`src/sv/pifu_pkg.sv`:
```
// ----------------------------------------------------------------------------
// pifu_pkg
// Types, codes, character constants and helpers of the integer formatter.
// ----------------------------------------------------------------------------
package pifu_pkg;

  localparam int VALUE_W  = 64;
  localparam int BCD_DIGS = 20;
  localparam int BCD_W    = 4 * BCD_DIGS;
  localparam int LEN_W    = 7;

  localparam logic [5:0] PREC_CAP = 6'd60;

  // conversion kinds
  localparam logic [2:0] TYPE_SDEC = 3'd0;
  localparam logic [2:0] TYPE_UDEC = 3'd1;
  localparam logic [2:0] TYPE_OCT  = 3'd2;
  localparam logic [2:0] TYPE_HEXL = 3'd3;
  localparam logic [2:0] TYPE_HEXU = 3'd4;
  localparam logic [2:0] TYPE_BIN  = 3'd5;

  // length modifiers
  localparam logic [1:0] LM_INT   = 2'd0;
  localparam logic [1:0] LM_LONG  = 2'd1;
  localparam logic [1:0] LM_SHORT = 2'd2;

  localparam logic [7:0] CH_NUL   = 8'h00;
  localparam logic [7:0] CH_SPACE = 8'h20;
  localparam logic [7:0] CH_PLUS  = 8'h2B;
  localparam logic [7:0] CH_MINUS = 8'h2D;
  localparam logic [7:0] CH_ZERO  = 8'h30;
  localparam logic [7:0] CH_A_UP  = 8'h41;
  localparam logic [7:0] CH_X_UP  = 8'h58;
  localparam logic [7:0] CH_A_LO  = 8'h61;
  localparam logic [7:0] CH_X_LO  = 8'h78;

  // digit store control
  typedef struct packed {
    logic push;
    logic pop;
  } dig_ctl_t;

  function automatic logic [7:0] digit_char(input logic [3:0] d, input logic upper);
    logic [7:0] c;
    if (d < 4'd10) begin
      c = CH_ZERO + {4'd0, d};
    end else begin
      c = (upper ? CH_A_UP : CH_A_LO) + {4'd0, d - 4'd10};
    end
    return c;
  endfunction

endpackage

```
`src/sv/pifu_bcd.sv`:
```
// ----------------------------------------------------------------------------
// pifu_bcd
// Bit-serial binary to BCD converter (shift and add three), one bit a cycle.
// ----------------------------------------------------------------------------
module pifu_bcd (
  input  logic                       clk,
  input  logic                       rst,
  input  logic                       start,
  input  logic [pifu_pkg::VALUE_W-1:0] value,
  output logic                       done,
  output logic [pifu_pkg::BCD_W-1:0]   bcd
);
  import pifu_pkg::*;

  localparam int CNT_W = $clog2(VALUE_W);

  logic               busy;
  logic [CNT_W-1:0]   cnt;
  logic [VALUE_W-1:0] bin;
  logic [BCD_W-1:0]   adj;

  always_comb begin
    for (int i = 0; i < BCD_DIGS; i++) begin
      adj[4*i +: 4] = (bcd[4*i +: 4] >= 4'd5) ? bcd[4*i +: 4] + 4'd3 : bcd[4*i +: 4];
    end
  end

  always_ff @(posedge clk) begin
    if (rst) begin
      busy <= 1'b0;
      done <= 1'b0;
      cnt  <= '0;
    end else begin
      done <= 1'b0;
      if (start) begin
        busy <= 1'b1;
        cnt  <= '0;
        bin  <= value;
        bcd  <= '0;
      end else if (busy) begin
        bcd <= {adj[BCD_W-2:0], bin[VALUE_W-1]};
        bin <= {bin[VALUE_W-2:0], 1'b0};
        cnt <= cnt + 1'b1;
        if (cnt == CNT_W'(VALUE_W - 1)) begin
          busy <= 1'b0;
          done <= 1'b1;
        end
      end
    end
  end

endmodule

```
`src/sv/pifu_digits.sv`:
```
// ----------------------------------------------------------------------------
// pifu_digits
// Digit shift line: digits enter at the top least significant first and
// leave from the top most significant first.
// ----------------------------------------------------------------------------
module pifu_digits #(
  parameter int DEPTH = 64
) (
  input  logic               clk,
  input  pifu_pkg::dig_ctl_t ctl,
  input  logic [3:0]         din,
  output logic [3:0]         top
);
  import pifu_pkg::*;

  logic [3:0] dig [DEPTH];

  always_ff @(posedge clk) begin
    if (ctl.push) begin
      for (int i = 0; i < DEPTH - 1; i++) begin
        dig[i] <= dig[i+1];
      end
      dig[DEPTH-1] <= din;
    end else if (ctl.pop) begin
      for (int i = 1; i < DEPTH; i++) begin
        dig[i] <= dig[i-1];
      end
      dig[0] <= 4'd0;
    end
  end

  assign top = dig[DEPTH-1];

endmodule

```
`src/sv/printf_integer_formatter_unit.sv`:
```
// Flow: decimal kinds first pass through the serial BCD converter; all kinds then
// extract one digit per cycle (D, at most 32), pass the PLAN and LAYOUT states and
// up to six phase steps; characters then leave at one per cycle while the output
// is not stalled (C, at most MAX_OUT). A new item is taken only once the block is idle.
// Reset: synchronous, active high; clears the sequencer and the output valid.
// ----------------------------------------------------------------------------
// printf_integer_formatter_unit
// Formats one integer as printf integer conversion text, one char per result.
// ----------------------------------------------------------------------------
module printf_integer_formatter_unit #(
  parameter int MAX_DIGITS = 64,
  parameter int MAX_OUT    = 64
) (
  input  logic        clk,
  input  logic        rst,
  // input transaction
  input  logic        s_tvalid,
  output logic        s_tready,
  // [63:0] value, [64] flag_minus, [65] flag_plus, [66] flag_space,
  // [67] flag_zero, [68] flag_hash, [75:69] field_width, [82:76] min_digits
  input  logic [87:0] s_tdata,
  // [2:0] req_type, [4:3] length_mod
  input  logic [4:0]  s_tuser,
  // result transaction
  output logic        m_tvalid,
  input  logic        m_tready,
  // [7:0] out_char
  output logic [7:0]  m_tdata,
  // [0] char_valid
  output logic [0:0]  m_tuser,
  output logic        m_tlast
);
  import pifu_pkg::*;

  typedef enum logic [2:0] {
    ST_IDLE, ST_CONV, ST_EXTRACT, ST_PLAN, ST_LAYOUT, ST_EMIT
  } state_t;

  typedef enum logic [2:0] {
    PH_LEAD, PH_SIGN, PH_PREF, PH_ZPAD, PH_PRECZ, PH_DIGS, PH_TRAIL
  } phase_t;

  typedef enum logic [1:0] {RAD_2, RAD_8, RAD_10, RAD_16} radix_t;

  localparam logic [LEN_W-1:0] OUT_CAP   = LEN_W'(MAX_OUT);
  localparam logic [LEN_W-1:0] DIG_LIMIT = LEN_W'(MAX_DIGITS);

  state_t             state;
  phase_t             phase;
  radix_t             radix;
  logic               upper;
  logic               has_sign;
  logic [7:0]         sign_ch;
  logic               f_minus;
  logic               f_zero;
  logic               f_hash;
  logic [LEN_W-1:0]   width;
  logic               prec_given;
  logic [5:0]         prec;
  logic               mag_nz;
  logic [BCD_W-1:0]   work;
  logic [LEN_W-1:0]   count;
  logic [1:0]         plen;
  logic [LEN_W-1:0]   pad;
  logic [LEN_W-1:0]   zeros;
  logic               zpad;
  logic [LEN_W-1:0]   run;
  logic [LEN_W-1:0]   emitted;
  logic [LEN_W-1:0]   n_out;

  // ---------------------------------------------------------------- accept
  logic               accept;
  logic [2:0]         in_type;
  logic [1:0]         in_lm;
  logic [VALUE_W-1:0] in_val;
  logic [VALUE_W-1:0] in_x;
  logic [VALUE_W-1:0] in_mag;
  logic [6:0]         in_praw;
  logic [5:0]         in_prec;
  logic               in_given;
  logic [LEN_W-1:0]   in_width;
  logic               in_skip;
  logic               in_dec;
  radix_t             in_radix;
  logic               in_has_sign;
  logic [7:0]         in_sign_ch;

  assign accept   = s_tvalid && s_tready;
  assign in_type  = s_tuser[2:0];
  assign in_lm    = s_tuser[4:3];
  assign in_val   = s_tdata[63:0];
  assign in_praw  = s_tdata[82:76];
  assign in_given = !in_praw[6];
  assign in_prec  = (in_praw[5:0] > PREC_CAP) ? PREC_CAP : in_praw[5:0];
  assign in_width = (s_tdata[75:69] > OUT_CAP) ? OUT_CAP : s_tdata[75:69];

  always_comb begin
    // sign-extended value for the signed kind
    case (in_lm)
      LM_LONG:  in_x = in_val;
      LM_SHORT: in_x = {{48{in_val[15]}}, in_val[15:0]};
      default:  in_x = {{32{in_val[31]}}, in_val[31:0]};
    endcase

    in_has_sign = 1'b0;
    in_sign_ch  = CH_SPACE;
    case (in_type) inside
      TYPE_SDEC: begin
        in_radix = RAD_10;
        if (in_x[63]) begin
          in_mag      = ~in_x + 1'b1;
          in_has_sign = 1'b1;
          in_sign_ch  = CH_MINUS;
        end else begin
          in_mag      = in_x;
          in_has_sign = s_tdata[65] || s_tdata[66];
          in_sign_ch  = s_tdata[65] ? CH_PLUS : CH_SPACE;
        end
      end
      TYPE_BIN: begin
        in_radix = RAD_2;
        in_mag   = {32'd0, in_val[31:0]};
      end
      default: begin
        if (in_type == TYPE_UDEC) begin
          in_radix = RAD_10;
        end else if (in_type == TYPE_OCT) begin
          in_radix = RAD_8;
        end else begin
          in_radix = RAD_16;
        end
        case (in_lm)
          LM_LONG:  in_mag = in_val;
          LM_SHORT: in_mag = {48'd0, in_val[15:0]};
          default:  in_mag = {32'd0, in_val[31:0]};
        endcase
      end
    endcase

    in_dec  = (in_radix == RAD_10);
    // zero with precision zero prints no digits
    in_skip = (in_mag == '0) && in_given && (in_prec == 6'd0);
  end

  // ------------------------------------------------------------ BCD unit
  logic               bcd_start;
  logic               bcd_done;
  logic [BCD_W-1:0]   bcd_val;

  assign bcd_start = accept && (in_type <= TYPE_BIN) && in_dec && !in_skip;

  pifu_bcd u_bcd (
    .clk   (clk),
    .rst   (rst),
    .start (bcd_start),
    .value (in_mag),
    .done  (bcd_done),
    .bcd   (bcd_val)
  );

  // ----------------------------------------------------- digit extraction
  logic [3:0]         ext_digit;
  logic [BCD_W-1:0]   ext_work;

  always_comb begin
    case (radix)
      RAD_2: begin
        ext_digit = {3'd0, work[0]};
        ext_work  = work >> 1;
      end
      RAD_8: begin
        ext_digit = {1'b0, work[2:0]};
        ext_work  = work >> 3;
      end
      default: begin
        ext_digit = work[3:0];
        ext_work  = work >> 4;
      end
    endcase
  end

  // octal with hash and no digits prints a single '0'
  logic               oct_fix;
  assign oct_fix = f_hash && (radix == RAD_8) && (count == '0);

  // ---------------------------------------------------------- digit store
  dig_ctl_t           dig_ctl;
  logic [3:0]         dig_din;
  logic [3:0]         dig_top;
  logic               emit_fire;
  logic               take;
  logic               out_load;

  assign take      = !m_tvalid || m_tready;
  assign emit_fire = (state == ST_EMIT) && (n_out != '0) && (emitted != n_out) &&
                     (run != '0) && take;
  // output register loads a character or the empty-output marker
  assign out_load  = emit_fire || ((state == ST_EMIT) && (n_out == '0) && take);

  assign dig_ctl.push = ((state == ST_EXTRACT) && (count < DIG_LIMIT)) ||
                        ((state == ST_PLAN) && oct_fix);
  assign dig_ctl.pop  = emit_fire && (phase == PH_DIGS);
  assign dig_din      = (state == ST_EXTRACT) ? ext_digit : 4'd0;

  pifu_digits #(.DEPTH(MAX_DIGITS)) u_digits (
    .clk (clk),
    .ctl (dig_ctl),
    .din (dig_din),
    .top (dig_top)
  );

  // --------------------------------------------------------------- layout
  logic [LEN_W-1:0]   lay_zeros;
  logic [LEN_W-1:0]   lay_total;
  logic [LEN_W-1:0]   lay_pad;
  logic [LEN_W-1:0]   lay_full;
  logic               lay_zpad;

  always_comb begin
    lay_zeros = (prec_given && ({1'b0, prec} > count)) ? {1'b0, prec} - count : '0;
    lay_total = count + lay_zeros + LEN_W'(plen) + LEN_W'(has_sign);
    lay_pad   = (width > lay_total) ? width - lay_total : '0;
    lay_full  = (width > lay_total) ? width : lay_total;
    lay_zpad  = f_zero && !f_minus && !prec_given;
  end

  // ---------------------------------------------------- phase sequencing
  phase_t             nxt_phase;
  logic [LEN_W-1:0]   nxt_run;
  logic [7:0]         emit_ch;

  always_comb begin
    case (phase)
      PH_LEAD: begin
        nxt_phase = PH_SIGN;
        nxt_run   = LEN_W'(has_sign);
      end
      PH_SIGN: begin
        nxt_phase = PH_PREF;
        nxt_run   = LEN_W'(plen);
      end
      PH_PREF: begin
        nxt_phase = PH_ZPAD;
        nxt_run   = zpad ? pad : '0;
      end
      PH_ZPAD: begin
        nxt_phase = PH_PRECZ;
        nxt_run   = zeros;
      end
      PH_PRECZ: begin
        nxt_phase = PH_DIGS;
        nxt_run   = count;
      end
      PH_DIGS: begin
        nxt_phase = PH_TRAIL;
        nxt_run   = f_minus ? pad : '0;
      end
      default: begin
        nxt_phase = PH_TRAIL;
        nxt_run   = '0;
      end
    endcase

    case (phase)
      PH_SIGN:  emit_ch = sign_ch;
      // "0" or "0x": the x goes out when one prefix char remains of two
      PH_PREF:  emit_ch = ((run == LEN_W'(1)) && (plen == 2'd2)) ?
                          (upper ? CH_X_UP : CH_X_LO) : CH_ZERO;
      PH_ZPAD:  emit_ch = CH_ZERO;
      PH_PRECZ: emit_ch = CH_ZERO;
      PH_DIGS:  emit_ch = digit_char(dig_top, upper);
      default:  emit_ch = CH_SPACE;
    endcase
  end

  assign s_tready = (state == ST_IDLE);

  // ------------------------------------------------------------ sequencer
  always_ff @(posedge clk) begin
    if (rst) begin
      state    <= ST_IDLE;
      phase    <= PH_LEAD;
      m_tvalid <= 1'b0;
      count    <= '0;
      emitted  <= '0;
      n_out    <= '0;
      run      <= '0;
    end else begin
      if (out_load) begin
        m_tvalid <= 1'b1;
      end else if (m_tready) begin
        m_tvalid <= 1'b0;
      end

      unique case (state)
        ST_IDLE: begin
          if (accept) begin
            radix      <= in_radix;
            upper      <= (in_type == TYPE_HEXU);
            has_sign   <= in_has_sign;
            sign_ch    <= in_sign_ch;
            f_minus    <= s_tdata[64];
            f_zero     <= s_tdata[67];
            f_hash     <= s_tdata[68];
            width      <= in_width;
            prec_given <= in_given;
            prec       <= in_prec;
            mag_nz     <= (in_mag != '0);
            work       <= {{(BCD_W - VALUE_W){1'b0}}, in_mag};
            count      <= '0;
            plen       <= 2'd0;
            if (in_type > TYPE_BIN) begin
              // unused kind: empty output
              n_out <= '0;
              state <= ST_EMIT;
            end else if (in_skip) begin
              state <= ST_PLAN;
            end else if (in_dec) begin
              state <= ST_CONV;
            end else begin
              state <= ST_EXTRACT;
            end
          end
        end

        ST_CONV: begin
          if (bcd_done) begin
            work  <= bcd_val;
            state <= ST_EXTRACT;
          end
        end

        ST_EXTRACT: begin
          // one digit a cycle, least significant first, at least one digit
          work <= ext_work;
          if (count < DIG_LIMIT) begin
            count <= count + 1'b1;
          end
          if (ext_work == '0) begin
            state <= ST_PLAN;
          end
        end

        ST_PLAN: begin
          if (f_hash && (radix == RAD_16) && mag_nz) begin
            plen <= 2'd2;
          end
          if (oct_fix) begin
            count <= LEN_W'(1);
          end else if (f_hash && (radix == RAD_8) && mag_nz &&
                       (!prec_given || ({1'b0, prec} <= count))) begin
            plen <= 2'd1;
          end
          state <= ST_LAYOUT;
        end

        ST_LAYOUT: begin
          zeros   <= lay_zeros;
          pad     <= lay_pad;
          zpad    <= lay_zpad;
          n_out   <= (lay_full > OUT_CAP) ? OUT_CAP : lay_full;
          emitted <= '0;
          phase   <= PH_LEAD;
          run     <= (!f_minus && !lay_zpad) ? lay_pad : '0;
          state   <= ST_EMIT;
        end

        ST_EMIT: begin
          if (n_out == '0) begin
            if (take) begin
              m_tdata  <= CH_NUL;
              m_tuser  <= 1'b0;
              m_tlast  <= 1'b1;
              state    <= ST_IDLE;
            end
          end else if (emitted == n_out) begin
            // all text out, or the output cap reached
            state <= ST_IDLE;
          end else if (run == '0) begin
            phase <= nxt_phase;
            run   <= nxt_run;
          end else if (take) begin
            m_tdata  <= emit_ch;
            m_tuser  <= 1'b1;
            m_tlast  <= (emitted + 1'b1 == n_out);
            run      <= run - 1'b1;
            emitted  <= emitted + 1'b1;
          end
        end

        default: begin
          state <= ST_IDLE;
        end
      endcase
    end
  end

endmodule

```
`config.mk`:
```
export PLATFORM = sky130hd
export DESIGN_NAME = printf_integer_formatter_unit
export DESIGN_NICKNAME = d
export VERILOG_FILES = /design/src/sv/pifu_pkg.sv /design/src/sv/pifu_bcd.sv /design/src/sv/pifu_digits.sv /design/src/sv/printf_integer_formatter_unit.sv
export SDC_FILE = /design/constraint.sdc
export NUM_CORES = 1
export LEC_CHECK = 0
export ABC_CLOCK_PERIOD_IN_PS = 59700
export BUFFER_PORTS_ARGS = -buffer_cell sky130_fd_sc_hd__buf_2
export CORE_MARGIN = 2
export CORE_UTILIZATION = 35
export CTS_BUF_LIST = sky130_fd_sc_hd__clkbuf_16
export CTS_CLUSTER_SIZE = 24
export DETAILED_ROUTE_END_ITERATION = 8
export HOLD_SLACK_MARGIN = 0.06
export PLACE_DENSITY = 0.55
export SYNTH_ARGS = -nofsm -noshare
export SYNTH_HDL_FRONTEND = slang
export SYNTH_SLANG_ARGS = --single-unit
```
`constraint.sdc`:
```
create_clock -name clk -period 59.7 [get_ports clk]
set_input_delay 5.97 -clock clk [delete_from_list [all_inputs] [get_ports clk]]
set_output_delay 5.97 -clock clk [all_outputs]
set_load 0.02 [all_outputs]
```
==> results.md <==
- Pwr Density: 32.8 nW/um^2
- Cell depth of the worst min-delay path: 2
- I/O pin count: 109
- Total via count after detailed routing: 25278
- Die span in y: 309 um
- Gr ovfl total: 0
- Vias in the first global route: 23973
- Multi-input combinational cell area: 14600 um^2
- Commonest cells after routing, fill and taps aside: sky130_fd_sc_hd__nand2_1 (598), sky130_fd_sc_hd__edfxtp_1 (527), sky130_fd_sc_hd__nor2_1 (297), sky130_fd_sc_hd__a21oi_1 (239), sky130_fd_sc_hd__inv_1 (142)
- Final clock period utilization by the worst path: 20.0%
- Count of endpoints failing hold in the final timing report: 0
- Synth async-reset ratio: 0%
- Maximum frequency from static timing analysis: 83.6 MHz
- Slowest stage delay, CP: 0.90 ns
- Dominant cell type by count on the critical path: sky130_fd_sc_hd__buf_4
- Total core area: 91900 um^2
- Number of setup violations in the final report: 0
- Most common cell after layout, fill and taps aside: sky130_fd_sc_hd__nand2_1
- Port Buf Inserts: 102
- Num Clock Sinks: 574
- Switching power of the nets: 0.373 mW
- Crit path arrival time: 12.35 ns
- Setup crit start kind: input pin
- Final ANT Viol Nets: 0
- CTS clk-pin slew, worst paths: 0.06 ns
- Avg WL per Cell: 19.4 um
- Number of placement rows: 111
- Post-Synthesis Cells: 3279
- Clock root buffer: sky130_fd_sc_hd__clkbuf_16
- H-Tree Depth: 2
- Data required time at the worst endpoint: 60.08 ns
- Largest vdd supply drop: 0.0294 mV
- Comb power frac: 21.7%
- Iter 0 DRT Violations: 2358
- Series of cell instances along the critical path: buf_2, inv_1, ha_1, buf_4, nand3b_1, o21ai_0, nor3_1, nand3_1, o31ai_1, mux2i_1, nor4_1, nand4b_1, nand4b_4, and2_4, buf_4, mux2_2
- FF-to-FF End: run[1]
- Path type of the worst min-delay path: reg2reg
- Reg2reg path depth: 27
- Outcome: finished clean
- Seq. cell area: 16800 um^2
- Width of the chip: 309 um
- Category of the critical setup timing path: in2reg
- Maximum number of pins on one net before global-route repair: 108
- Number of enable flip-flop cells after synthesis: 527
- Post-route insts no fill: 4581
- Library cell with the largest summed area after synthesis: sky130_fd_sc_hd__edfxtp_1
- Synthesized area: 32600 um^2
- Vias per Instance: 5.52
- Count of different cell masters after synthesis: 89
- Number of buffers between clock root and the deepest sink: 3
- Hold Path Origin: u_digits.dig[0][3]
- Number of hold buffers added after cts: 0
- Max stage delay cell, worst path: sky130_fd_sc_hd__buf_4
- Hold-critical path endpoint: u_digits.dig[0][3]
- Average instance area after synthesis: 9.93 um^2
- Count of final max-slew check failures: 0
- Total Routing Usage GR: 18.3%
- Maximum net fanout on the critical path: 78
- Synthesis-to-finish area growth: 11.2%
- Number of storage elements in the synthesis netlist: 574
- Detailed-route wire length: 89.0 mm
- Number of CTS-inserted buffers: 61
- Sum of net half-perimeters after detailed placement: 59.6 mm
- Fraction of final layout cells with drive strength greater than 1: 9.66%
- Standby leakage power: 13.5 nW
- Number of cells upsized or downsized after cts: 0
- Portion of the post-synthesis area used by sequential elements: 51.5%
- Actual slew at the worst max-slew pin: 1.18 ns
- Worst-case clock skew: 0.0520 ns
- Clock tree from TritonCTS: done
- Worst slew margin relative to its limit: 21.5%
- Final nets: 3461
- Setup slack, reg-to-reg: 53.30 ns
- Post-CTS Repair Setup Buffers: 0
- Internal power of the cells: 0.814 mW
- Clock network fraction of total power: 32.2%
- Ys flop type: sky130_fd_sc_hd__edfxtp_1
- Clock insertion delay at the later pin of the skew report: 0.68 ns
- Critical R2R Launch: count[1]
- Area of the die: 95500 um^2
- DRC violations left: 0
- Wire length of the first global-routing pass: 139 mm
- Fraction of power consumed by sequential logic: 46.1%
- Top cell type's share of synthesized area: 48.6%
- Tmin final: 11.96 ns
- Synth warn: 0
- Fillcell total: 9215
- Number of antenna violations at the first check in global routing: 3
- Max-cap violations: 0
- Switching Fraction: 31.4%
- Element type at the critical path end: flop
- Effective utilization at floorplan: 35.4%
- Unrepaired setup endpoints after global routing: false
- Routability-driven placement congestion ratio: 0.884
- Number of instances in the placed design: 4463
- Summed negative setup slack over all endpoints: 0 ns
- Length of the first detailed-routing pass in iterations: 6
- Main area contributors after synthesis: sky130_fd_sc_hd__edfxtp_1 (49%), sky130_fd_sc_hd__nand2_1 (6.9%), sky130_fd_sc_hd__a21oi_1 (3.7%)
- Syn nets: 3457
## synth_stat cells (21+ instances only)
master / n
sky130_fd_sc_hd__clkbuf_1: 154
sky130_fd_sc_hd__mux2_2: 51
sky130_fd_sc_hd__nor2b_1: 45
sky130_fd_sc_hd__o21ai_0: 114
sky130_fd_sc_hd__nand4_1: 44
sky130_fd_sc_hd__nor2_1: 301
sky130_fd_sc_hd__nor4_1: 35
sky130_fd_sc_hd__xor2_1: 21
sky130_fd_sc_hd__o21bai_1: 27
sky130_fd_sc_hd__inv_1: 127
sky130_fd_sc_hd__o221ai_1: 55
sky130_fd_sc_hd__xnor2_1: 58
sky130_fd_sc_hd__dfxtp_1: 47
sky130_fd_sc_hd__a22o_1: 127
sky130_fd_sc_hd__ha_1: 76
sky130_fd_sc_hd__a211oi_1: 42
sky130_fd_sc_hd__a21oi_1: 240
sky130_fd_sc_hd__mux2i_1: 105
sky130_fd_sc_hd__nand3_1: 50
sky130_fd_sc_hd__edfxtp_1: 527
sky130_fd_sc_hd__nand2_1: 598
sky130_fd_sc_hd__buf_1: 23
sky130_fd_sc_hd__buf_2: 24
sky130_fd_sc_hd__nor3_1: 60
## critical path: cells and delay by family
family	cells	cell delay, ns
simple gates	7	2.99
buf+inv	4	1.36
mux	2	0.86
compound gates	2	0.81
fa+ha+maj	1	0.26
## logic make-up (layout without fill, tap and decap cells)
family                     Yosys count  after routing  share of synthesized area (%)
other                                1              4                         0.0115
buffers and inverters              334            390                           4.06
and+or+nand+nor                   1268           1268                           17.6
AOI/OAI and AO/OA                  786            786                           16.5
DFF                                574            574                           51.5
xor gates and xnor gates            79             79                           2.12
muxes                              156            156                           4.99
adders and majority gates           81             81                           3.23
## through the flow
step           area (um^2)  power (mW)  setup WS [ns]  hold slack (ns)  util, %
2_1_floorplan        32600       0.755          34.45            0.436        -
3_3_place_gp         34200       0.810          47.22            0.447     37.2
3_5_place_dp         34200       0.811          47.22            0.454     37.2
4_1_cts              36200        1.20          47.89            0.462     39.4
5_1_grt              36200        1.25          47.51            0.502     39.4
6_report             36200        1.19          47.74            0.465     39.4
## area by class of cell
class,count,area share (%)
multi-input cells,2371,40.2
diodes,3,0.0207
repair buffers,148,2.36
clock inverters,54,1.31
clock buffers,61,4.21
inverters,127,1.32
well taps,1243,4.29
flip-flops and latches,574,46.3
## routing by layer
| layer | wire, um | up-vias | GRT usage [%] |
|---|---|---|---|
| met1 | 39900 | 12333 | 25.4 |
| met5 | 0 | - | 0 |
| met3 | 5400 | 125 | 2.76 |
| met4 | 2060 | 0 | 4.99 |
| met2 | 41600 | 722 | 29.7 |
| li1 | - | 12098 | - |
## power groups by stage
stage	logic [mW]	clock network, mW	registers (mW)
after CTS	0.259	0.393	0.546
after detailed placement	0.257	0	0.554
final	0.258	0.382	0.547
after global placement	0.256	0	0.554
after global routing	0.289	0.407	0.552
after floorplan	0.187	0	0.568
## worst max-delay path by stage
stage,startpoint,endpoint,slack [ns],depth (start not counted)
2_1_floorplan,m_tready,u_digits.dig[0][100],34.45,4
3_3_place_gp,s_tuser[3],u_bcd.bin[55],47.22,16
3_5_place_dp,s_tuser[3],u_bcd.bin[58],47.22,16
4_1_cts,s_tuser[3],u_bcd.bin[34],47.89,16
5_1_grt,s_tuser[3],u_bcd.bin[8],47.51,16
6_report,s_tuser[3],u_bcd.bin[8],47.74,16
## registers in the layout, indices dropped and copies added, names as in the netlist, 2 cells and up
signal        flops
m_tdata           7
phase             3
work             80
u_bcd.bcd        80
u_digits.dig    256
plen              2
width             7
u_bcd.cnt         6
emitted           7
zeros             7
pad               7
prec              6
state             3
run               7
sign_ch           3
u_bcd.bin        64
radix             2
count             7
n_out             7
Power figures use the tool's default switching activity.
